[src/hdl/trn_pkg.sv]
// ----------------------------------------------------------------------------
// trn_pkg
// Shared types, telnet codes and constant tables of the telnet receive
// negotiator.
// ----------------------------------------------------------------------------
package trn_pkg;

  localparam int OptionCount = 256;
  localparam int OptAw       = $clog2(OptionCount);
  localparam int QDepth      = 4;
  localparam int QAw         = $clog2(QDepth);
  localparam int AytLen      = 35;
  localparam int StartLen    = 9;

  localparam logic [7:0] TN_IAC  = 8'd255;
  localparam logic [7:0] TN_DONT = 8'd254;
  localparam logic [7:0] TN_DO   = 8'd253;
  localparam logic [7:0] TN_WONT = 8'd252;
  localparam logic [7:0] TN_WILL = 8'd251;
  localparam logic [7:0] TN_SB   = 8'd250;
  localparam logic [7:0] TN_GA   = 8'd249;
  localparam logic [7:0] TN_AYT  = 8'd246;
  localparam logic [7:0] TN_SE   = 8'd240;
  localparam logic [7:0] CH_BEL  = 8'd7;

  localparam logic [7:0] OPTN_ECHO   = 8'd1;
  localparam logic [7:0] OPTN_SGA    = 8'd3;
  localparam logic [7:0] OPTN_STATUS = 8'd5;
  localparam logic [7:0] OPTN_TMARK  = 8'd6;
  localparam logic [7:0] OPTN_TTYPE  = 8'd24;
  localparam logic [7:0] OPTN_NAWS   = 8'd31;

  // Option flag bits.
  localparam logic [3:0] F_MY    = 4'b0001;
  localparam logic [3:0] F_HIS   = 4'b0010;
  localparam logic [3:0] F_ANN   = 4'b0100;
  localparam logic [3:0] F_HEANN = 4'b1000;

  localparam logic [2:0] K_DISPLAY = 3'd0;
  localparam logic [2:0] K_BELL    = 3'd1;
  localparam logic [2:0] K_GA      = 3'd2;
  localparam logic [2:0] K_TX      = 3'd3;
  localparam logic [2:0] K_ECHO    = 3'd4;

  localparam logic [8*AytLen-1:0] AYT_STR = "I'm here! Please be more patient!\r\n";

  typedef enum logic [2:0] {
    OP_DISP = 3'd0,
    OP_BELL = 3'd1,
    OP_GA   = 3'd2,
    OP_AYT  = 3'd3,
    OP_NEG  = 3'd4,
    OP_CONN = 3'd5
  } op_t;

  typedef struct packed {
    op_t        op;
    logic [7:0] data;
    logic [7:0] verb;
  } cmd_t;

  typedef struct packed {
    logic            full;
    logic            empty;
    logic [QAw:0]    count;
  } q_status_t;

  function automatic logic [7:0] ayt_char(input logic [5:0] idx);
    ayt_char = AYT_STR[(AytLen - 1 - int'(idx)) * 8 +: 8];
  endfunction

  function automatic logic [7:0] start_char(input logic [5:0] idx);
    case (idx)
      6'd0, 6'd3, 6'd6: start_char = TN_IAC;
      6'd1, 6'd7:       start_char = TN_WILL;
      6'd2:             start_char = OPTN_NAWS;
      6'd4:             start_char = TN_DONT;
      6'd5:             start_char = OPTN_ECHO;
      6'd8:             start_char = OPTN_TTYPE;
      default:          start_char = 8'd0;
    endcase
  endfunction

endpackage

[src/hdl/trn_in_if.sv]
// ----------------------------------------------------------------------------
// trn_in_if
// Input channel: received bytes and connect events.
// ----------------------------------------------------------------------------
interface trn_in_if;
  logic       valid;
  logic       ready;
  logic       func;
  logic [7:0] rx_byte;

  modport source (output valid, func, rx_byte, input ready);
  modport sink   (input valid, func, rx_byte, output ready);
endinterface

[src/hdl/trn_out_if.sv]
// ----------------------------------------------------------------------------
// trn_out_if
// Result channel: display, bell, go-ahead, transmit and echo words.
// ----------------------------------------------------------------------------
interface trn_out_if;
  logic       valid;
  logic       ready;
  logic [2:0] kind;
  logic [7:0] byte_value;
  logic       echo_local;
  logic       last;

  modport source (output valid, kind, byte_value, echo_local, last, input ready);
  modport sink   (input valid, kind, byte_value, echo_local, last, output ready);
endinterface

[src/hdl/trn_ram.sv]
// ----------------------------------------------------------------------------
// trn_ram
// Generic single write port RAM with registered read.
// ----------------------------------------------------------------------------
module trn_ram #(
  parameter int WIDTH = 4,
  parameter int DEPTH = 256
) (
  input  logic                     clk,
  input  logic                     we,
  input  logic [$clog2(DEPTH)-1:0] waddr,
  input  logic [WIDTH-1:0]         wdata,
  input  logic                     re,
  input  logic [$clog2(DEPTH)-1:0] raddr,
  output logic [WIDTH-1:0]         rdata
);
  logic [WIDTH-1:0] mem [DEPTH];
  logic [WIDTH-1:0] rdata_r;

  always_ff @(posedge clk) begin
    if (we) begin
      mem[waddr] <= wdata;
    end
    if (re) begin
      rdata_r <= mem[raddr];
    end
  end

  assign rdata = rdata_r;
endmodule

[src/hdl/trn_front.sv]
// ----------------------------------------------------------------------------
// trn_front
// Telnet byte parser: tracks IAC sequences and turns each word into a
// command for the back end, or drops it.
// ----------------------------------------------------------------------------
module trn_front import trn_pkg::*; (
  input  logic         clk,
  input  logic         rst_n,
  trn_in_if.sink       in_ch,
  input  q_status_t    q_stat,
  output logic         push,
  output cmd_t         push_cmd
);
  typedef enum logic [3:0] {
    M_NORM = 4'b0001,
    M_IAC  = 4'b0010,
    M_VERB = 4'b0100,
    M_SUB  = 4'b1000
  } mode_t;

  mode_t      mode_r, mode_nxt;
  logic       sub_iac_r, sub_iac_nxt;
  logic [7:0] verb_r, verb_nxt;
  logic       acc;
  logic       want;
  logic [7:0] b;

  assign in_ch.ready = !q_stat.full;
  assign acc  = in_ch.valid && in_ch.ready;
  assign b    = in_ch.rx_byte;
  assign push = acc && want;

  always_comb begin
    mode_nxt    = mode_r;
    sub_iac_nxt = sub_iac_r;
    verb_nxt    = verb_r;
    want        = 1'b0;
    push_cmd    = '{op: OP_DISP, data: b, verb: verb_r};
    if (in_ch.func) begin
      want          = 1'b1;
      push_cmd.op   = OP_CONN;
      mode_nxt      = M_NORM;
      sub_iac_nxt   = 1'b0;
      verb_nxt      = 8'd0;
    end else begin
      case (mode_r)
        M_NORM: begin
          if (b == TN_IAC) begin
            mode_nxt = M_IAC;
          end else begin
            want = 1'b1;
            push_cmd.op = (b == CH_BEL) ? OP_BELL : OP_DISP;
          end
        end
        M_IAC: begin
          mode_nxt = M_NORM;
          if (b == TN_IAC) begin
            want = 1'b1;
          end else if (b inside {TN_WILL, TN_WONT, TN_DO, TN_DONT}) begin
            verb_nxt = b;
            mode_nxt = M_VERB;
          end else if (b == TN_SB) begin
            sub_iac_nxt = 1'b0;
            mode_nxt    = M_SUB;
          end else if (b == TN_AYT) begin
            want = 1'b1;
            push_cmd.op = OP_AYT;
          end else if (b == TN_GA) begin
            want = 1'b1;
            push_cmd.op = OP_GA;
          end
        end
        M_VERB: begin
          mode_nxt    = M_NORM;
          want        = 1'b1;
          push_cmd.op = OP_NEG;
          verb_nxt    = 8'd0;
        end
        M_SUB: begin
          if (sub_iac_r) begin
            sub_iac_nxt = 1'b0;
            if (b == TN_SE) begin
              mode_nxt = M_NORM;
            end
          end else if (b == TN_IAC) begin
            sub_iac_nxt = 1'b1;
          end
        end
        default: mode_nxt = M_NORM;
      endcase
    end
  end

  always_ff @(posedge clk) begin
    if (!rst_n) begin
      mode_r    <= M_NORM;
      sub_iac_r <= 1'b0;
      verb_r    <= 8'd0;
    end else if (acc) begin
      mode_r    <= mode_nxt;
      sub_iac_r <= sub_iac_nxt;
      verb_r    <= verb_nxt;
    end
  end
endmodule

[src/hdl/trn_queue.sv]
// ----------------------------------------------------------------------------
// trn_queue
// Short command queue between parser and executor.
// ----------------------------------------------------------------------------
module trn_queue import trn_pkg::*; (
  input  logic      clk,
  input  logic      rst_n,
  input  logic      push,
  input  cmd_t      push_cmd,
  input  logic      pop,
  output cmd_t      head,
  output q_status_t stat
);
  cmd_t           ent_r [QDepth];
  logic [QAw-1:0] wp_r, rp_r;
  logic [QAw:0]   cnt_r;

  assign head       = ent_r[rp_r];
  assign stat.count = cnt_r;
  assign stat.full  = (cnt_r == (QAw+1)'(QDepth));
  assign stat.empty = (cnt_r == '0);

  always_ff @(posedge clk) begin
    if (push) begin
      ent_r[wp_r] <= push_cmd;
    end
  end

  always_ff @(posedge clk) begin
    if (!rst_n) begin
      wp_r  <= '0;
      rp_r  <= '0;
      cnt_r <= '0;
    end else begin
      if (push) wp_r <= wp_r + 1'b1;
      if (pop)  rp_r <= rp_r + 1'b1;
      cnt_r <= cnt_r + (QAw+1)'(push) - (QAw+1)'(pop);
    end
  end
endmodule

[src/hdl/trn_back.sv]
// ----------------------------------------------------------------------------
// trn_back
// Command executor: option negotiation, reply sequences and the output
// register.
// ----------------------------------------------------------------------------
module trn_back import trn_pkg::*; (
  input  logic       clk,
  input  logic       rst_n,
  input  logic       startup_negotiate,
  input  cmd_t       head,
  input  q_status_t  q_stat,
  output logic       pop,
  trn_out_if.source  out_ch
);
  typedef enum logic [2:0] {
    S_IDLE = 3'b001,
    S_RD   = 3'b010,
    S_EMIT = 3'b100
  } state_t;

  state_t                 state_r, state_nxt;
  cmd_t                   cmd_r, cmd_nxt;
  logic [5:0]             idx_r, idx_nxt, cnt_r, cnt_nxt;
  logic [7:0]             reply_r, reply_nxt;
  logic                   echo_r, echo_nxt;
  logic [OptionCount-1:0] ovalid_r, ovalid_nxt;
  logic                   ov_r, ov_nxt;
  logic [2:0]             okind_r, okind_nxt;
  logic [7:0]             obyte_r, obyte_nxt;
  logic                   oecho_r, oecho_nxt;
  logic                   olast_r, olast_nxt;
  logic                   can_emit, load;
  logic                   re, we;
  logic [3:0]             rdata, f, fn;
  logic                   remote_ok, local_ok, has_reply, echo_ev, echo_val;
  logic [7:0]             rverb, opt;

  assign can_emit = !ov_r || out_ch.ready;
  assign opt      = cmd_r.data;

  trn_ram #(.WIDTH(4), .DEPTH(OptionCount)) u_flags (
    .clk   (clk),
    .we    (we),
    .waddr (opt[OptAw-1:0]),
    .wdata (fn),
    .re    (re),
    .raddr (head.data[OptAw-1:0]),
    .rdata (rdata)
  );

  // Negotiation by the RFC rules on the flags of the current option.
  always_comb begin
    f         = ovalid_r[opt[OptAw-1:0]] ? rdata : 4'd0;
    fn        = f;
    remote_ok = opt inside {OPTN_SGA, OPTN_STATUS, OPTN_TTYPE, OPTN_NAWS, OPTN_ECHO};
    local_ok  = opt inside {OPTN_SGA, OPTN_STATUS, OPTN_TTYPE, OPTN_NAWS};
    has_reply = 1'b0;
    rverb     = TN_DONT;
    echo_ev   = 1'b0;
    echo_val  = echo_r;
    case (cmd_r.verb)
      TN_WILL: begin
        fn = f | F_HEANN;
        if ((f & F_HIS) == 4'd0) begin
          has_reply = 1'b1;
          if (remote_ok) begin
            rverb = TN_DO;
            fn    = f | F_HEANN | F_HIS;
            if (opt == OPTN_ECHO) begin
              echo_ev  = 1'b1;
              echo_val = 1'b0;
            end
          end
        end
      end
      TN_WONT: begin
        fn = f | F_HEANN;
        if (((f & F_HIS) != 4'd0) || ((f & F_HEANN) == 4'd0)) begin
          has_reply = 1'b1;
          fn        = (f | F_HEANN) & ~F_HIS;
          if (opt == OPTN_ECHO) begin
            echo_ev  = 1'b1;
            echo_val = 1'b1;
          end
        end
      end
      TN_DO: begin
        if (opt == OPTN_TMARK) begin
          has_reply = 1'b1;
          rverb     = TN_WILL;
        end else if ((f & F_MY) == 4'd0) begin
          has_reply = 1'b1;
          rverb     = local_ok ? TN_WILL : TN_WONT;
          fn        = local_ok ? (f | F_MY | F_ANN) : (f | F_ANN);
        end
      end
      default: begin
        rverb = TN_WONT;
        if (((f & F_MY) != 4'd0) || ((f & F_ANN) == 4'd0)) begin
          has_reply = 1'b1;
          fn        = (f | F_ANN) & ~F_MY;
        end else begin
          fn = f & ~F_MY;
        end
      end
    endcase
  end

  always_comb begin
    state_nxt  = state_r;
    cmd_nxt    = cmd_r;
    idx_nxt    = idx_r;
    cnt_nxt    = cnt_r;
    reply_nxt  = reply_r;
    echo_nxt   = echo_r;
    ovalid_nxt = ovalid_r;
    pop        = 1'b0;
    re         = 1'b0;
    we         = 1'b0;
    load       = 1'b0;
    okind_nxt  = okind_r;
    obyte_nxt  = obyte_r;
    oecho_nxt  = oecho_r;
    olast_nxt  = olast_r;
    case (state_r)
      S_IDLE: begin
        if (!q_stat.empty) begin
          cmd_nxt = head;
          idx_nxt = 6'd0;
          case (head.op)
            OP_DISP, OP_BELL, OP_GA: begin
              if (can_emit) begin
                pop       = 1'b1;
                load      = 1'b1;
                okind_nxt = (head.op == OP_DISP) ? K_DISPLAY :
                            (head.op == OP_BELL) ? K_BELL : K_GA;
                obyte_nxt = (head.op == OP_DISP) ? head.data : 8'd0;
                oecho_nxt = 1'b0;
                olast_nxt = 1'b1;
              end
            end
            OP_NEG: begin
              pop       = 1'b1;
              re        = 1'b1;
              state_nxt = S_RD;
            end
            OP_AYT: begin
              pop       = 1'b1;
              cnt_nxt   = 6'(AytLen);
              state_nxt = S_EMIT;
            end
            default: begin
              pop        = 1'b1;
              ovalid_nxt = '0;
              cnt_nxt    = 6'(StartLen);
              if (startup_negotiate) state_nxt = S_EMIT;
            end
          endcase
        end
      end
      S_RD: begin
        we                      = 1'b1;
        ovalid_nxt[opt[OptAw-1:0]] = 1'b1;
        reply_nxt               = rverb;
        echo_nxt                = echo_val;
        cnt_nxt                 = echo_ev ? 6'd4 : 6'd3;
        state_nxt               = has_reply ? S_EMIT : S_IDLE;
      end
      S_EMIT: begin
        if (can_emit) begin
          load      = 1'b1;
          okind_nxt = K_TX;
          oecho_nxt = 1'b0;
          olast_nxt = (idx_r == cnt_r - 6'd1);
          case (cmd_r.op)
            OP_AYT:  obyte_nxt = ayt_char(idx_r);
            OP_NEG: begin
              case (idx_r)
                6'd0:    obyte_nxt = TN_IAC;
                6'd1:    obyte_nxt = reply_r;
                6'd2:    obyte_nxt = opt;
                default: begin
                  obyte_nxt = 8'd0;
                  okind_nxt = K_ECHO;
                  oecho_nxt = echo_r;
                end
              endcase
            end
            default: obyte_nxt = start_char(idx_r);
          endcase
          idx_nxt = idx_r + 6'd1;
          if (idx_r == cnt_r - 6'd1) state_nxt = S_IDLE;
        end
      end
      default: state_nxt = S_IDLE;
    endcase
    ov_nxt = load || (ov_r && !out_ch.ready);
  end

  always_ff @(posedge clk) begin
    if (!rst_n) begin
      state_r  <= S_IDLE;
      idx_r    <= 6'd0;
      cnt_r    <= 6'd0;
      echo_r   <= 1'b0;
      ovalid_r <= '0;
      ov_r     <= 1'b0;
    end else begin
      state_r  <= state_nxt;
      idx_r    <= idx_nxt;
      cnt_r    <= cnt_nxt;
      echo_r   <= echo_nxt;
      ovalid_r <= ovalid_nxt;
      ov_r     <= ov_nxt;
    end
  end

  always_ff @(posedge clk) begin
    cmd_r   <= cmd_nxt;
    reply_r <= reply_nxt;
    if (load) begin
      okind_r <= okind_nxt;
      obyte_r <= obyte_nxt;
      oecho_r <= oecho_nxt;
      olast_r <= olast_nxt;
    end
  end

  assign out_ch.valid      = ov_r;
  assign out_ch.kind       = okind_r;
  assign out_ch.byte_value = obyte_r;
  assign out_ch.echo_local = oecho_r;
  assign out_ch.last       = olast_r;
endmodule

[src/hdl/telnet_receive_negotiator_top.sv]
// ----------------------------------------------------------------------------
// telnet_receive_negotiator_top
// Telnet receive parser with option negotiation and reply generation.
// ----------------------------------------------------------------------------
// Received words enter on in_ch (func 0 is a link byte, func 1 a connect
// event) and results leave on out_ch, each marked last on the final word
// that one input causes; an input that causes nothing gives no word. Plain
// data, bell and go-ahead words pass at one word per cycle while the
// executor is idle and out_ch ready. A negotiation reads and updates the
// option flags, then gives three or four words; an AYT reply is 35 words
// and the startup offers nine. The parser runs ahead of the executor via a
// four-entry command queue, so input stalls only when that queue fills
// behind a long reply or stalled output. Option flags live in a 256-entry
// RAM with one valid bit per option, so a connect event clears all flags.
// cfg_we writes cfg_wdata into startup_negotiate; write it only while idle.
module telnet_receive_negotiator_top import trn_pkg::*; (
  input  logic      clk,
  input  logic      rst_n,
  input  logic      cfg_we,
  input  logic      cfg_wdata,
  trn_in_if.sink    in_ch,
  trn_out_if.source out_ch
);
  logic      startup_r;
  logic      push, pop;
  cmd_t      push_cmd, head;
  q_status_t q_stat;

  always_ff @(posedge clk) begin
    if (!rst_n) begin
      startup_r <= 1'b0;
    end else if (cfg_we) begin
      startup_r <= cfg_wdata;
    end
  end

  // Parser: keeps the IAC sequence state and emits at most one command per word.
  trn_front u_front (
    .clk      (clk),
    .rst_n    (rst_n),
    .in_ch    (in_ch),
    .q_stat   (q_stat),
    .push     (push),
    .push_cmd (push_cmd)
  );

  trn_queue u_queue (
    .clk      (clk),
    .rst_n    (rst_n),
    .push     (push),
    .push_cmd (push_cmd),
    .pop      (pop),
    .head     (head),
    .stat     (q_stat)
  );

  // Executor: negotiation, reply sequences and the output register.
  trn_back u_back (
    .clk               (clk),
    .rst_n             (rst_n),
    .startup_negotiate (startup_r),
    .head              (head),
    .q_stat            (q_stat),
    .pop               (pop),
    .out_ch            (out_ch)
  );

  // The queue never pushes when full nor pops when empty.
  a_q_bound: assert property (@(posedge clk) disable iff (!rst_n)
    q_stat.count <= (QAw+1)'(QDepth))
    else $error("command queue overflow");

  a_no_pop_empty: assert property (@(posedge clk) disable iff (!rst_n)
    pop |-> !q_stat.empty)
    else $error("pop from empty command queue");

  // An echo change is always the final word of its negotiation.
  a_echo_last: assert property (@(posedge clk) disable iff (!rst_n)
    (out_ch.valid && out_ch.kind == K_ECHO) |-> out_ch.last)
    else $error("echo change not last");
endmodule

[src/flat_wrapper.sv]
// flat-port wrapper written by rule: the top's interface ports become plain ports
module telnet_receive_negotiator_top_flat import trn_pkg::*;
  (clk, rst_n, cfg_we, cfg_wdata, in_ch_valid, in_ch_func, in_ch_rx_byte, in_ch_ready, out_ch_valid, out_ch_kind, out_ch_byte_value, out_ch_echo_local, out_ch_last, out_ch_ready);
  trn_in_if in_ch_i ();
  trn_out_if out_ch_i ();
  input  logic clk;
  input  logic rst_n;
  input  logic cfg_we;
  input  logic cfg_wdata;
  input wire logic [$bits(in_ch_i.valid)-1:0] in_ch_valid;
  input wire logic [$bits(in_ch_i.func)-1:0] in_ch_func;
  input wire logic [$bits(in_ch_i.rx_byte)-1:0] in_ch_rx_byte;
  output wire logic [$bits(in_ch_i.ready)-1:0] in_ch_ready;
  output wire logic [$bits(out_ch_i.valid)-1:0] out_ch_valid;
  output wire logic [$bits(out_ch_i.kind)-1:0] out_ch_kind;
  output wire logic [$bits(out_ch_i.byte_value)-1:0] out_ch_byte_value;
  output wire logic [$bits(out_ch_i.echo_local)-1:0] out_ch_echo_local;
  output wire logic [$bits(out_ch_i.last)-1:0] out_ch_last;
  input wire logic [$bits(out_ch_i.ready)-1:0] out_ch_ready;
  assign in_ch_i.valid = in_ch_valid;
  assign in_ch_i.func = in_ch_func;
  assign in_ch_i.rx_byte = in_ch_rx_byte;
  assign in_ch_ready = in_ch_i.ready;
  assign out_ch_valid = out_ch_i.valid;
  assign out_ch_kind = out_ch_i.kind;
  assign out_ch_byte_value = out_ch_i.byte_value;
  assign out_ch_echo_local = out_ch_i.echo_local;
  assign out_ch_last = out_ch_i.last;
  assign out_ch_i.ready = out_ch_ready;
  telnet_receive_negotiator_top u_core (.clk(clk), .rst_n(rst_n), .cfg_we(cfg_we), .cfg_wdata(cfg_wdata), .in_ch(in_ch_i), .out_ch(out_ch_i));
endmodule
[config.mk]
export PLATFORM = sky130hd
export DESIGN_NAME = telnet_receive_negotiator_top_flat
export DESIGN_NICKNAME = d
export VERILOG_FILES = /design/src/hdl/trn_pkg.sv /design/src/hdl/trn_in_if.sv /design/src/hdl/trn_out_if.sv /design/src/hdl/trn_ram.sv /design/src/hdl/trn_front.sv /design/src/hdl/trn_queue.sv /design/src/hdl/trn_back.sv /design/src/hdl/telnet_receive_negotiator_top.sv /design/src/flat_wrapper.sv
export SDC_FILE = /design/constraint.sdc
export NUM_CORES = 2
export LEC_CHECK = 0
export BUFFER_PORTS_ARGS = -buffer_cell sky130_fd_sc_hd__buf_2
export CORE_MARGIN = 3
export CORE_UTILIZATION = 60
export CTS_BUF_LIST = sky130_fd_sc_hd__clkbuf_4 sky130_fd_sc_hd__clkbuf_8
export CTS_CLUSTER_SIZE = 8
export DETAILED_ROUTE_END_ITERATION = 16
export PLACE_DENSITY_LB_ADDON = 0.3
export SLEW_MARGIN = 25
export SYNTH_ARGS = -nofsm -noshare
export SYNTH_HDL_FRONTEND = slang
export SYNTH_SLANG_ARGS = --single-unit
[constraint.sdc]
create_clock -name clk -period 22.7 [get_ports clk]
set_clock_uncertainty 0.1 [all_clocks]
set_input_delay 2.27 -clock clk [delete_from_list [all_inputs] [get_ports clk]]
set_output_delay 2.27 -clock clk [all_outputs]
set_load 0.01 [all_outputs]
==> run_results.csv <==
group,metric,value,unit
outcome,outcome,"finished clean",
grt,met3_usage,0.0493,
clock_network,cts_tree,"done",
synthesis,ys_types,78,
sta,worst_slew_pin_slew,1.16,ns
clock_network,hold_buffers,0,
synthesis,synth_top_cell_area_share,0.584,
clock_network,worstSkewPairLatency,0.89,ns
clock_network,post_cts_resized,0,
clock_network,clkSinkCount,1439,
power,power_density,119,mW/mm2
grt,antenna_found_initial,3,
setup_path,worstPathMaxFanout,89,
cells_and_area,drive_gt1_frac,0.151,
setup_path,startpoint_type,"register",
grt,busiest_layer,"met2",
floorplan,fp.dieArea,0.101,mm2
drt,drtAntennaViolNets,0,
clock_network,clk_root_buffer_cell,"clkbuf_8",
drt,totalWireLength,143,mm
floorplan,dieHeight,318,um
sta,setup_violations,0,
drt,vias,36600,
sta,timing.setup.tns,0,ns
clock_network,cts_made_buffers,217,
grt,grt_max_degree,300,
sta,finalHoldViolations,0,
sta,max_freq,148,MHz
synthesis,ys_seq_area_frac,0.687,
cells_and_area,syn_to_final_growth,8.68,%
cells_and_area,final_cell_area,0.0636,mm2
grt,grt_pass1_vias,35800,
synthesis,synth_area_leaders,"edfxtp_1, dfxtp_1, mux4_2, nor2_1, mux2i_1",
drt,drc_errors,0,
setup_path,crit_type,"reg -> reg",
setup_path,end_kind,"register",
synthesis,synthArstFlopShare,0,
sta,min_period,6.75,ns
place,routabilityCongestion,0.889,
clock_network,clkTransAtPathRegs,0.07,ns
power,ir_drop,0.115,mV
synthesis,yosys.area.top_type,"edfxtp_1",
setup_path,critPathRequiredTime,23.14,ns
floorplan,chipWidth,318,um
synthesis,synthAdderAreaFrac,0.00286,
hold_path,hold_path.class,"reg -> reg",
synthesis,synthTopCellsByCount,"edfxtp_1, nor2_1, nand2_1",
sta,slew_violations,0,
synthesis,synth_xor_area_frac,0.00314,
clock_network,clockBufferDepth,3,
synthesis,synth_compound_area_frac,0.0808,
synthesis,ys_seq_elements,1439,
synthesis,avgSynthCellArea,13.8,um2
synthesis,synth_top_family_by_area,"multiplexers",
place,port_buffers,29,
floorplan,rows,113,
clock_network,cts_max_level,4,
setup_path,cp.arrival,7.18,ns
floorplan,coreArea,0.0959,mm2
clock_network,cts_setup_buffers,0,
sta,maxSlewHeadroom,0.228,
place,placed_cell_area,0.0593,mm2
grt,grt_pass1_wl,217,mm
run,drv_cap,0,
floorplan,ios,30,
grt,grt_usage,0.279,
drt,wl_per_cell,25.1,um
drt,first_pass_iters,6,
synthesis,synth_simple_gate_area_frac,0.0966,
grt,grt.overflow.total,0,
sta,rsz0062_at_grt,"no",
drt,drt_iter0_markers,4685,
cells_and_area,nets,4293,
synthesis,ys.flop_type,"edfxtp_1",
place,dp_hpwl,83.9,mm
drt,vias_per_cell,6.44,
grt,grtUsageMet1,0.388,
synthesis,netlist_area,0.0585,mm2
floorplan,initial_core_util,0.611,
synthesis,syn-num-nets,4270,
power,p_leak,0.0204,uW
synthesis,synthMuxAreaShare,0.101,
synthesis,yosysMostFrequentCell,"edfxtp_1",
grt,grtUsageMet2,0.447,
synthesis,synth_edf_count,1139,
sta,fin_crit_sh,0.297,
synthesis,yosysWarnings,0,
synthesis,synthCells,4243,
[kinds of logic after synthesis]
logic type | count (synthesis)
adders and majority gates | 13
muxes | 387
AOI/OAI and AO/OA | 743
xor gates and xnor gates | 21
DFF | 1439
buffers and inverters | 318
and+or+nand+nor | 1322
[sequential cells by signal (all words and copies together) (netlist names), 2 cells and up, named ones only]
signal and cells:
u_core.u_queue.wp_r 2, u_core.u_front.mode_r 4, u_core.u_back.idx_r 6, u_core.u_queue.cnt_r 3, u_core.u_back.u_flags.rdata 4, u_core.u_back.state_r 3, u_core.u_back.out_ch.byte_value 8, u_core.u_back.u_flags.mem 1024
u_core.u_front.verb_r 8, u_core.u_back.reply_r 3, u_core.u_back.out_ch.kind 3, u_core.u_back.ovalid_r 256, u_core.u_queue.ent_r 76, u_core.u_back.cnt_r 5, u_core.u_back.cmd_r 11, u_core.u_queue.rp_r 2
u_core.u_back.opt 8
[worst paths after layout]
path | from | endpoint | slack (ns) | cells past startpoint
setup / recovery | u_core.u_back.opt[1] | u_core.u_back.u_flags.mem[252][2] | 15.95 | 11
hold / removal | u_core.u_back.ovalid_r[91] | u_core.u_back.ovalid_r[91] | 0.36 | 2
setup reg to reg | u_core.u_back.opt[1] | u_core.u_back.u_flags.mem[252][2] | 15.95 | 11
hold reg to reg | u_core.u_back.ovalid_r[91] | u_core.u_back.ovalid_r[91] | 0.36 | 2
[critical path, cell delays in order (launching register included)]
cell	delay [ns]
edfxtp_1	0.78
buf_4	0.85
mux4_2	0.42
a22oi_1	0.24
a21boi_0	0.13
nor4b_1	0.52
o311a_1	0.36
nor2_1	0.18
nand2_1	0.19
a221o_4	0.81
buf_4	0.87
buf_4	0.80
[report_power, final]
group	switching (uW)	total [uW]	internal [uW]
combinational	1690	2390	697
clock	951	2040	1090
sequential	55.4	3140	3080
[cell type report]
cell class	instances	area, um2
well taps	1265	1580
repair buffers	98	762
flip-flops and latches	1439	40200
multi-input cells	2486	16800
clock buffers	328	3880
inverters	24	124
fillers	6765	32200
clock inverters	40	260
diodes	1	2.50
[routing by layer]
| metal | up-vias | routed length [um] |
|---|---|---|
| met3 | 328 | 13700 |
| met1 | 18200 | 55900 |
| li1 | 16100 | - |
| met2 | 2031 | 68300 |
| met4 | 0 | 4800 |
| met5 | - | 0 |
[layout by cell type, fill, tap and decap left out, types with 24 or more instances in the layout]
master	count
and3_1	36
clkbuf_8	226
a21oi_1	345
nand2_1	393
nor2_1	611
mux2i_1	220
nor3_1	24
mux4_2	161
a31oi_1	49
edfxtp_1	1139
o21ai_0	52
clkbuf_4	102
buf_2	29
o221ai_1	44
a211oi_1	42
nand3_1	63
buf_4	59
nor2b_1	52
dfxtp_1	300
a22oi_1	62
a311oi_1	58
[through the flow]
stage          hold slack [ns]  worst slack [ns]  power, uW   util  std cells
3_5_place_dp             0.348             16.02       5520  0.619       5307
6_report                 0.363             15.95       7570  0.664       5681
5_1_grt                  0.383             15.57       7860  0.664       5681
4_1_cts                  0.364             15.98       7540  0.662       5675
2_1_floorplan            0.331              7.79       4870      -       4243
3_3_place_gp             0.343             15.86       5480  0.619       5307
Power figures use the tool's default switching activity.
